===== src/sv/lsbsd_pkg.sv =====
// ----------------------------------------------------------------------------
// lsbsd_pkg
// Shared types and constants for the LSB stego stream decoder.
// ----------------------------------------------------------------------------
package lsbsd_pkg;

  // Upper bound on the number of magic characters checked
  localparam int MAGIC_MAX_CHARS = 8;

  localparam int CFG_IDX_W = 2;

  // Configuration register indexes
  localparam logic [CFG_IDX_W-1:0] CFG_HEADER_SKIP = 2'd0;
  localparam logic [CFG_IDX_W-1:0] CFG_MAGIC_LEN   = 2'd1;
  localparam logic [CFG_IDX_W-1:0] CFG_MAGIC_CHARS = 2'd2;

  // Reset values of the configuration registers
  localparam logic [7:0]  HEADER_SKIP_RST = 8'd54;
  localparam logic [3:0]  MAGIC_LEN_RST   = 4'd2;
  localparam logic [63:0] MAGIC_CHARS_RST = 64'h2A23;

  typedef enum logic [1:0] {
    KIND_EXT      = 2'd0,
    KIND_PAYLOAD  = 2'd1,
    KIND_MISMATCH = 2'd2,
    KIND_EMPTY    = 2'd3
  } kind_t;

  typedef struct packed {
    logic [7:0]  header_skip;
    logic [3:0]  magic_len;
    logic [63:0] magic_chars;
  } cfg_t;

  // One registered input item; only bit 0 of the image byte carries data
  typedef struct packed {
    logic valid;
    logic data_bit;
    logic start;
  } item_t;

  typedef struct packed {
    kind_t      kind;
    logic [7:0] value;
    logic       last;
  } res_t;

endpackage


===== src/sv/lsbsd_cfg.sv =====
// ----------------------------------------------------------------------------
// lsbsd_cfg
// Configuration register file: header skip, magic length and magic chars.
// ----------------------------------------------------------------------------
module lsbsd_cfg (
  input  logic                          clk,
  input  logic                          rst_n,
  input  logic                          cfg_valid,
  output logic                          cfg_ready,
  input  logic [lsbsd_pkg::CFG_IDX_W-1:0] cfg_index,
  input  logic [63:0]                   cfg_data,
  output lsbsd_pkg::cfg_t               cfg
);

  lsbsd_pkg::cfg_t cfg_r;

  assign cfg_ready = 1'b1;
  assign cfg       = cfg_r;

  always_ff @(posedge clk) begin
    if (!rst_n) begin
      cfg_r.header_skip <= lsbsd_pkg::HEADER_SKIP_RST;
      cfg_r.magic_len   <= lsbsd_pkg::MAGIC_LEN_RST;
      cfg_r.magic_chars <= lsbsd_pkg::MAGIC_CHARS_RST;
    end else if (cfg_valid) begin
      // an index beyond the register list is dropped
      unique case (cfg_index)
        lsbsd_pkg::CFG_HEADER_SKIP: cfg_r.header_skip <= cfg_data[7:0];
        lsbsd_pkg::CFG_MAGIC_LEN:   cfg_r.magic_len   <= cfg_data[3:0];
        lsbsd_pkg::CFG_MAGIC_CHARS: cfg_r.magic_chars <= cfg_data;
        default: begin
        end
      endcase
    end
  end

endmodule


===== src/sv/lsbsd_core.sv =====
// ----------------------------------------------------------------------------
// lsbsd_core
// Decode state machine and result register; one item per cycle unless stalled.
// ----------------------------------------------------------------------------
module lsbsd_core (
  input  logic              clk,
  input  logic              rst_n,
  input  lsbsd_pkg::cfg_t   cfg,
  input  lsbsd_pkg::item_t  item,
  output logic              consume,
  output logic              res_valid_o,
  input  logic              res_ready,
  output lsbsd_pkg::res_t   res_o
);

  typedef enum logic [2:0] {
    PH_IDLE    = 3'd0,
    PH_SKIP    = 3'd1,
    PH_MAGIC   = 3'd2,
    PH_EXTSIZE = 3'd3,
    PH_EXT     = 3'd4,
    PH_PSIZE   = 3'd5,
    PH_DATA    = 3'd6,
    PH_DONE    = 3'd7
  } phase_t;

  phase_t      phase_r, phase_nxt;
  logic [7:0]  skip_r, skip_nxt;
  logic [4:0]  bit_r, bit_nxt;
  logic [31:0] shift_r, shift_nxt;
  logic [31:0] rem_r, rem_nxt;
  logic [3:0]  midx_r, midx_nxt;
  logic        good_r, good_nxt;

  logic             out_valid_r, out_valid_nxt;
  lsbsd_pkg::res_t  out_r;
  lsbsd_pkg::res_t  res;
  logic             res_valid;
  logic             advance;

  // state as seen by this byte once a start flag is applied
  phase_t      base_phase;
  logic [7:0]  base_skip;
  logic [4:0]  base_bit;
  logic [31:0] base_shift;
  logic [31:0] base_rem;
  logic [3:0]  base_midx;
  logic        base_good;

  phase_t      work_phase;
  logic [3:0]  magic_eff;
  logic        skip_lt;
  logic        wide;
  logic [31:0] shift_acc;
  logic [4:0]  bit_inc;
  logic        word_done;
  logic [3:0]  midx_inc;
  logic        magic_hit;
  logic        size_pos;
  logic [31:0] rem_dec;
  logic        rem_zero;

  assign advance = !out_valid_r || res_ready;
  assign consume = item.valid && advance;

  assign base_phase = item.start ? PH_SKIP : phase_r;
  assign base_skip  = item.start ? 8'd0    : skip_r;
  assign base_bit   = item.start ? 5'd0    : bit_r;
  assign base_shift = item.start ? 32'd0   : shift_r;
  assign base_rem   = item.start ? 32'd0   : rem_r;
  assign base_midx  = item.start ? 4'd0    : midx_r;
  assign base_good  = item.start ? 1'b1    : good_r;

  assign magic_eff = (cfg.magic_len > 4'(lsbsd_pkg::MAGIC_MAX_CHARS))
                     ? 4'(lsbsd_pkg::MAGIC_MAX_CHARS) : cfg.magic_len;
  assign skip_lt   = base_skip < cfg.header_skip;

  // skip ends into magic; an exhausted (or empty) magic falls through to size
  always_comb begin
    work_phase = (base_phase == PH_SKIP) ? PH_MAGIC : base_phase;
    if (work_phase == PH_MAGIC && base_midx >= magic_eff) begin
      work_phase = PH_EXTSIZE;
    end
  end

  assign wide      = (work_phase == PH_EXTSIZE) || (work_phase == PH_PSIZE);
  assign shift_acc = base_shift | (32'(item.data_bit) << base_bit);
  assign bit_inc   = base_bit + 5'd1;
  assign word_done = wide ? (bit_inc == 5'd0) : (bit_inc >= 5'd8);
  assign midx_inc  = base_midx + 4'd1;
  assign magic_hit = cfg.magic_chars[{base_midx[2:0], 3'b000} +: 8] == shift_acc[7:0];
  assign size_pos  = (shift_acc != 32'd0) && !shift_acc[31];
  assign rem_dec   = base_rem - 32'd1;
  assign rem_zero  = rem_dec == 32'd0;

  always_comb begin
    phase_nxt = base_phase;
    skip_nxt  = base_skip;
    bit_nxt   = base_bit;
    shift_nxt = base_shift;
    rem_nxt   = base_rem;
    midx_nxt  = base_midx;
    good_nxt  = base_good;
    res_valid = 1'b0;
    res.kind  = lsbsd_pkg::KIND_EXT;
    res.value = 8'd0;
    res.last  = 1'b0;
    if (base_phase == PH_SKIP && skip_lt) begin
      skip_nxt = base_skip + 8'd1;
    end else if (base_phase != PH_IDLE && base_phase != PH_DONE) begin
      phase_nxt = work_phase;
      if (!word_done) begin
        shift_nxt = shift_acc;
        bit_nxt   = bit_inc;
      end else begin
        shift_nxt = 32'd0;
        bit_nxt   = 5'd0;
        unique case (work_phase)
          PH_MAGIC: begin
            midx_nxt = midx_inc;
            good_nxt = base_good && magic_hit;
            if (midx_inc >= magic_eff) begin
              if (!good_nxt) begin
                phase_nxt = PH_DONE;
                res_valid = 1'b1;
                res.kind  = lsbsd_pkg::KIND_MISMATCH;
                res.last  = 1'b1;
              end else begin
                phase_nxt = PH_EXTSIZE;
              end
            end
          end
          PH_EXTSIZE: begin
            if (size_pos) begin
              rem_nxt   = shift_acc;
              phase_nxt = PH_EXT;
            end else begin
              phase_nxt = PH_PSIZE;
            end
          end
          PH_EXT: begin
            rem_nxt = rem_dec;
            if (rem_zero) begin
              phase_nxt = PH_PSIZE;
            end
            res_valid = 1'b1;
            res.kind  = lsbsd_pkg::KIND_EXT;
            res.value = shift_acc[7:0];
          end
          PH_PSIZE: begin
            if (size_pos) begin
              rem_nxt   = shift_acc;
              phase_nxt = PH_DATA;
            end else begin
              phase_nxt = PH_DONE;
              res_valid = 1'b1;
              res.kind  = lsbsd_pkg::KIND_EMPTY;
              res.last  = 1'b1;
            end
          end
          PH_DATA: begin
            rem_nxt = rem_dec;
            if (rem_zero) begin
              phase_nxt = PH_DONE;
            end
            res_valid = 1'b1;
            res.kind  = lsbsd_pkg::KIND_PAYLOAD;
            res.value = shift_acc[7:0];
            res.last  = rem_zero;
          end
          default: begin
          end
        endcase
      end
    end
  end

  assign out_valid_nxt = advance ? (consume && res_valid) : out_valid_r;

  always_ff @(posedge clk) begin
    if (!rst_n) begin
      phase_r     <= PH_IDLE;
      skip_r      <= 8'd0;
      bit_r       <= 5'd0;
      shift_r     <= 32'd0;
      rem_r       <= 32'd0;
      midx_r      <= 4'd0;
      good_r      <= 1'b1;
      out_valid_r <= 1'b0;
    end else begin
      out_valid_r <= out_valid_nxt;
      if (consume) begin
        phase_r <= phase_nxt;
        skip_r  <= skip_nxt;
        bit_r   <= bit_nxt;
        shift_r <= shift_nxt;
        rem_r   <= rem_nxt;
        midx_r  <= midx_nxt;
        good_r  <= good_nxt;
      end
    end
  end

  always_ff @(posedge clk) begin
    if (consume && res_valid) begin
      out_r <= res;
    end
  end

  assign res_valid_o = out_valid_r;
  assign res_o       = out_r;

  // a result that closes the stream leaves the decoder finished
  a_last_done: assert property (@(posedge clk) disable iff (!rst_n)
    (consume && res_valid && res.last) |=> (phase_r == PH_DONE))
    else $error("closing result did not leave decoder finished");

  a_ext_not_last: assert property (@(posedge clk) disable iff (!rst_n)
    (out_valid_r && out_r.kind == lsbsd_pkg::KIND_EXT) |-> !out_r.last)
    else $error("extension character marked last");

  a_narrow_bits: assert property (@(posedge clk) disable iff (!rst_n)
    (phase_r != PH_EXTSIZE && phase_r != PH_PSIZE) |-> (bit_r < 5'd8))
    else $error("bit index past a character");

  a_data_count: assert property (@(posedge clk) disable iff (!rst_n)
    (phase_r == PH_DATA || phase_r == PH_EXT) |-> (rem_r != 32'd0))
    else $error("payload phase with nothing remaining");

  a_idle_quiet: assert property (@(posedge clk) disable iff (!rst_n)
    (consume && base_phase == PH_IDLE) |-> !res_valid)
    else $error("result produced while idle");

endmodule


===== src/sv/lsb_stego_stream_decoder_unit.sv =====
// ----------------------------------------------------------------------------
// lsb_stego_stream_decoder_unit
// Recovers LSB-hidden magic, extension and payload from a stego image stream.
// ----------------------------------------------------------------------------
// Usage:
//   in_*   : one image byte per transfer; in_tuser flags the first byte of a
//            file and restarts decoding with that byte as file byte 0.
//   out_*  : extension chars (kind 0), payload bytes (kind 1), magic mismatch
//            (kind 2), empty-payload done (kind 3); tlast on the final payload
//            byte, a mismatch and an empty-done.
//   cfg_*  : register writes (0 header skip, 1 magic length, 2 magic chars),
//            always ready; write only while the stream is idle.
// One byte per cycle unless a receiver stall holds it: input register,
// single-pass decode, result register. A result passes the input register
// and then the result register before it shows on out_*.
// On a receiver stall the result register holds, one more byte waits in the
// input register and in_tready then drops.
// After reset the decoder is idle until a start flag, registers 54 / 2 / "#*";
// bytes after completion or a mismatch are dropped until the next start flag.
// ----------------------------------------------------------------------------
module lsb_stego_stream_decoder_unit (
  input  logic        clk,
  input  logic        rst_n,
  input  logic        in_tvalid,
  output logic        in_tready,
  input  logic [7:0]  in_tdata,   // [7:0] image_byte
  input  logic [0:0]  in_tuser,   // [0] start_req
  output logic        out_tvalid,
  input  logic        out_tready,
  output logic [7:0]  out_tdata,  // [7:0] value
  output logic [1:0]  out_tuser,  // [1:0] kind
  output logic        out_tlast,
  input  logic        cfg_valid,
  output logic        cfg_ready,
  input  logic [lsbsd_pkg::CFG_IDX_W-1:0] cfg_index,
  input  logic [63:0] cfg_data
);

  lsbsd_pkg::cfg_t  cfg;
  lsbsd_pkg::item_t item_r;
  lsbsd_pkg::res_t  res;
  logic             consume;
  logic             res_valid;

  lsbsd_cfg u_cfg (
    .clk       (clk),
    .rst_n     (rst_n),
    .cfg_valid (cfg_valid),
    .cfg_ready (cfg_ready),
    .cfg_index (cfg_index),
    .cfg_data  (cfg_data),
    .cfg       (cfg)
  );

  assign in_tready = !item_r.valid || consume;

  always_ff @(posedge clk) begin
    if (!rst_n) begin
      item_r.valid <= 1'b0;
    end else if (in_tready) begin
      item_r.valid <= in_tvalid;
    end
    if (in_tready && in_tvalid) begin
      item_r.data_bit <= in_tdata[0];
      item_r.start    <= in_tuser[0];
    end
  end

  lsbsd_core u_core (
    .clk         (clk),
    .rst_n       (rst_n),
    .cfg         (cfg),
    .item        (item_r),
    .consume     (consume),
    .res_valid_o (res_valid),
    .res_ready   (out_tready),
    .res_o       (res)
  );

  assign out_tvalid = res_valid;
  assign out_tdata  = res.value;
  assign out_tuser  = res.kind;
  assign out_tlast  = res.last;

endmodule

===== config.mk =====
export PLATFORM = sky130hd
export DESIGN_NAME = lsb_stego_stream_decoder_unit
export DESIGN_NICKNAME = d
export VERILOG_FILES = /design/src/sv/lsbsd_pkg.sv /design/src/sv/lsbsd_cfg.sv /design/src/sv/lsbsd_core.sv /design/src/sv/lsb_stego_stream_decoder_unit.sv
export SDC_FILE = /design/constraint.sdc
export NUM_CORES = 1
export LEC_CHECK = 0
export BUFFER_PORTS_ARGS = -buffer_cell sky130_fd_sc_hd__buf_4
export CORE_UTILIZATION = 50
export CTS_BUF_LIST = sky130_fd_sc_hd__clkbuf_16
export DETAILED_ROUTE_END_ITERATION = 6
export HOLD_SLACK_MARGIN = 0.12
export PLACE_DENSITY = 0.72
export SYNTH_ARGS = -nofsm -noshare
export SYNTH_HDL_FRONTEND = slang
export SYNTH_SLANG_ARGS = --single-unit

===== constraint.sdc =====
create_clock -name clk -period 5.6 [get_ports clk]
set_input_delay 0.84 -clock clk [delete_from_list [all_inputs] [get_ports clk]]
set_output_delay 0.84 -clock clk [all_outputs]
set_load 0.02 [all_outputs]

==> summary.md <==
| Metric | Value |
|---|---|
| Status | `completed` |
| CP Launch Type | `flop` |
| TNS Setup | `0 ns` |
| Drt pass-1 iters | `6` |
| Critical Path RT | `5.67 ns` |
| Drc violations | `0` |
| Slew HR | `24.17%` |
| Final min period | `4.017 ns` |
| Fin Hold WS | `0.4549 ns` |
| Num rows | `52` |
| Vias per cell | `6.168` |
| Die W | `146.5 microns` |
| GR peak layer | `met2` |
| GR Overflow Total | `0` |
| Avg Cell Area, Syn | `7.659 sq um` |
| Die area | `0.02146 sq mm` |
| Postcts setup bufs | `0` |
| Initial antenna violation count | `0` |
| Reg clk slew, reported paths | `0.08 ns` |
| Final Hold Viols | `0` |
| Diode count | `0` |
| First-pass GRT wire length | `48910 microns` |
| Power density cells | `243.7 mW/mm^2` |
| PortBufs | `85` |
| Critical path fanouts, max | `16` |
| Ports | `94` |
| Post-synthesis cell type count | `90` |
| Met1 Track Usage GR | `40.66%` |
| Max_cap viols | `0` |
| Post-route ant nets | `0` |
| CTS max path bufs | `2` |
| Routed vias | `10260` |
| Total wire length | `30120 microns` |
| Layout cell share with drive strength beyond 1 | `12.20%` |
| Endpoints failing setup | `0` |
| Initial core utilization | `51.26%` |
| Post-synthesis cell area | `0.01044 sq mm` |
| Peak VDD IR | `0.1854 mV` |
| Cts hold-fix bufs | `0` |
| CP cell instances | `nand2b_1, inv_1, ha_1, a21o_1, a31oi_1, o21a_1, o21ai_0, nor2_1, o41ai_2, and2_1, a21boi_1` |
| CTS tree | `done` |
| Clk root buf | `clkbuf_16` |
| Critical path type | `reg -> reg` |
| Ys flop type | `dfxtp_1` |
| Nets | `1482` |
| Placer Congestion | `0.9384` |
| DRT iter0 DRCs | `1226` |
| Slowest CP cell | `dfxtp_1` |
| Final Skew | `0.01066 ns` |
| Vias in the first global route | `9262` |
| CORE AREA | `0.02036 sq mm` |
| Fmax achieved | `0.2489 GHz` |
| P_leak | `4.449 nW` |
| Routed wire length per instance | `18.10 microns` |
| RSZ-0062 raised after global routing | `no` |
| Slowest stage delay, CP | `0.75 ns` |
| Slew Limit Fails | `0` |
| FF+latch count, synth | `176` |
| Die Span Y | `146.5 microns` |
| Clk_lat worst skew | `0.45 ns` |
| Critical path arrival | `4.09 ns` |
| GRT Util Overall | `28.46%` |
| Sink Count | `176` |
| Grt met3 use | `5.094%` |
| Post-cts resize count | `0` |
| Post-synthesis net count | `1464` |
| Final Power | `2.862 mW` |
| Largest net degree at the start of global routing | `73` |
| Number of flops mapped to enable cells by yosys | `13` |
| Number of CTS-inserted buffers | `17` |
| Gate Count Post-Synth | `1363` |
| H-Tree Depth | `4` |
| Synthesis-to-finish area growth | `12.54%` |
| Hpwl dp | `20790 microns` |
| Slew @ Worst Pin | `1.137 ns` |
| Sequential share of the synthesized area | `35.00%` |
| Crit. End Element | `flop` |
| Part of the cycle the worst path needs | `71.74%` |
| Type of the worst min-delay path | `reg -> reg` |
| Synthesis Warnings | `0` |
| Met2 Track Usage GR | `42.79%` |
| Fillers | `1910` |
| Post-synth ARST share | `0%` |
## worst paths after layout
check / start / endpoint / cells after the start / slack (ns)
max reg2reg: u_core.midx_r[2] / u_core.res_o[2] / 11 / 1.58
min: u_cfg.cfg[19] / u_cfg.cfg[19] / 2 / 0.45
min reg2reg: u_cfg.cfg[19] / u_cfg.cfg[19] / 2 / 0.45
max: u_core.midx_r[2] / u_core.res_o[2] / 11 / 1.58
## flip-flops by register name (all words and copies together) (netlist names), 3 cells and up
name	count
u_core.skip_r	8
u_core.shift_r	32
u_core.phase_r	3
u_core.bit_r	5
u_cfg.cfg	76
item_r	3
u_core.rem_r	32
u_core.midx_r	4
u_core.res_o	11
## stage by stage
step / cell area [sq um] / setup slack (ns) / utilization (%) / std cells
global route: 11750 / 1.294 / 57.69 / 1664
floorplan: 10440 / 1.046 / - / 1363
global placement: 11110 / 1.739 / 54.54 / 1632
finish: 11750 / 1.583 / 57.69 / 1664
detailed placement: 11110 / 1.703 / 54.54 / 1632
CTS: 11750 / 1.635 / 57.69 / 1664
## synth_stat cells, types with 17 or more instances
cell type | count | share of area (%)
ha_1 | 21 | 2.5
xnor2_1 | 21 | 1.8
clkbuf_1 | 62 | 2.2
dfxtp_1 | 163 | 31
nand3_1 | 32 | 1.5
nand2_1 | 225 | 8.1
a21oi_1 | 132 | 6.3
o21ai_0 | 47 | 2.3
buf_2 | 21 | 1.0
a22o_1 | 17 | 1.4
mux2i_1 | 17 | 1.6
a31oi_1 | 27 | 1.6
nor2_1 | 142 | 5.1
a22oi_1 | 37 | 2.7
nor2b_1 | 31 | 1.9
o211ai_1 | 17 | 1.2
nor3_1 | 35 | 1.7
inv_1 | 31 | 1.1
## logic make-up (layout without fill, tap and decap cells)
family	after synthesis	count (layout)	share of synthesized area (%)
adders and majority gates	21	21	2.517
other	1	1	0.03592
AOI/OAI and AO/OA	398	398	25.41
and+or+nand+nor	571	571	25.71
buffers and inverters	138	169	5.609
muxes	26	26	3.032
DFF	176	176	35.00
xor gates and xnor gates	32	32	2.685
## worst max-delay path, delay by kind of cell, from the launching register on
family,cells,cell delay (ns)
AOI/OAI and AO/OA,6,1.62
adders and majority gates,1,0.25
buffers and inverters,1,0.14
DFF,1,0.75
and+or+nand+nor,3,0.87
## layout by cell type, fill, tap and decap left out, types with 13 or more instances in the layout
| master | count |
|---|---|
| o21ai_1 | 15 |
| ha_1 | 21 |
| nand3_1 | 32 |
| edfxtp_1 | 13 |
| clkbuf_16 | 17 |
| nor4_1 | 15 |
| buf_4 | 102 |
| a22o_1 | 17 |
| xnor2_1 | 21 |
| a31oi_1 | 27 |
| a21oi_1 | 132 |
| inv_1 | 31 |
| nor2_1 | 141 |
| nor2b_1 | 30 |
| nand2_1 | 225 |
| o211ai_1 | 17 |
| a22oi_1 | 37 |
| dfxtp_1 | 163 |
| or3_1 | 13 |
| o21ai_0 | 47 |
| nor3_1 | 35 |
| mux2i_1 | 17 |
## final cells by class
type,count,area (sq um),area share (%)
multi-input cells,1049,6217,52.92
flip-flops and latches,176,3654,31.10
repair buffers,102,765.7,6.518
clock buffers,17,425.4,3.621
well taps,270,337.8,2.876
clock inverters,15,215.2,1.832
inverters,35,132.6,1.129
## power breakdown
group,internal (mW),switching (mW),total (mW)
clock network,0.654,0.621,1.27
registers,1.29,0.0183,1.31
logic,0.104,0.179,0.283
total,2.04,0.818,2.86
## per-layer routing
metal,part of all wire (%),vias to the layer above
li1,-,4938
met5,0,-
met3,8.8,65
met1,45,4764
met2,44,496
met4,2.4,0
Note: power is estimated with default switching activity, not from simulation.
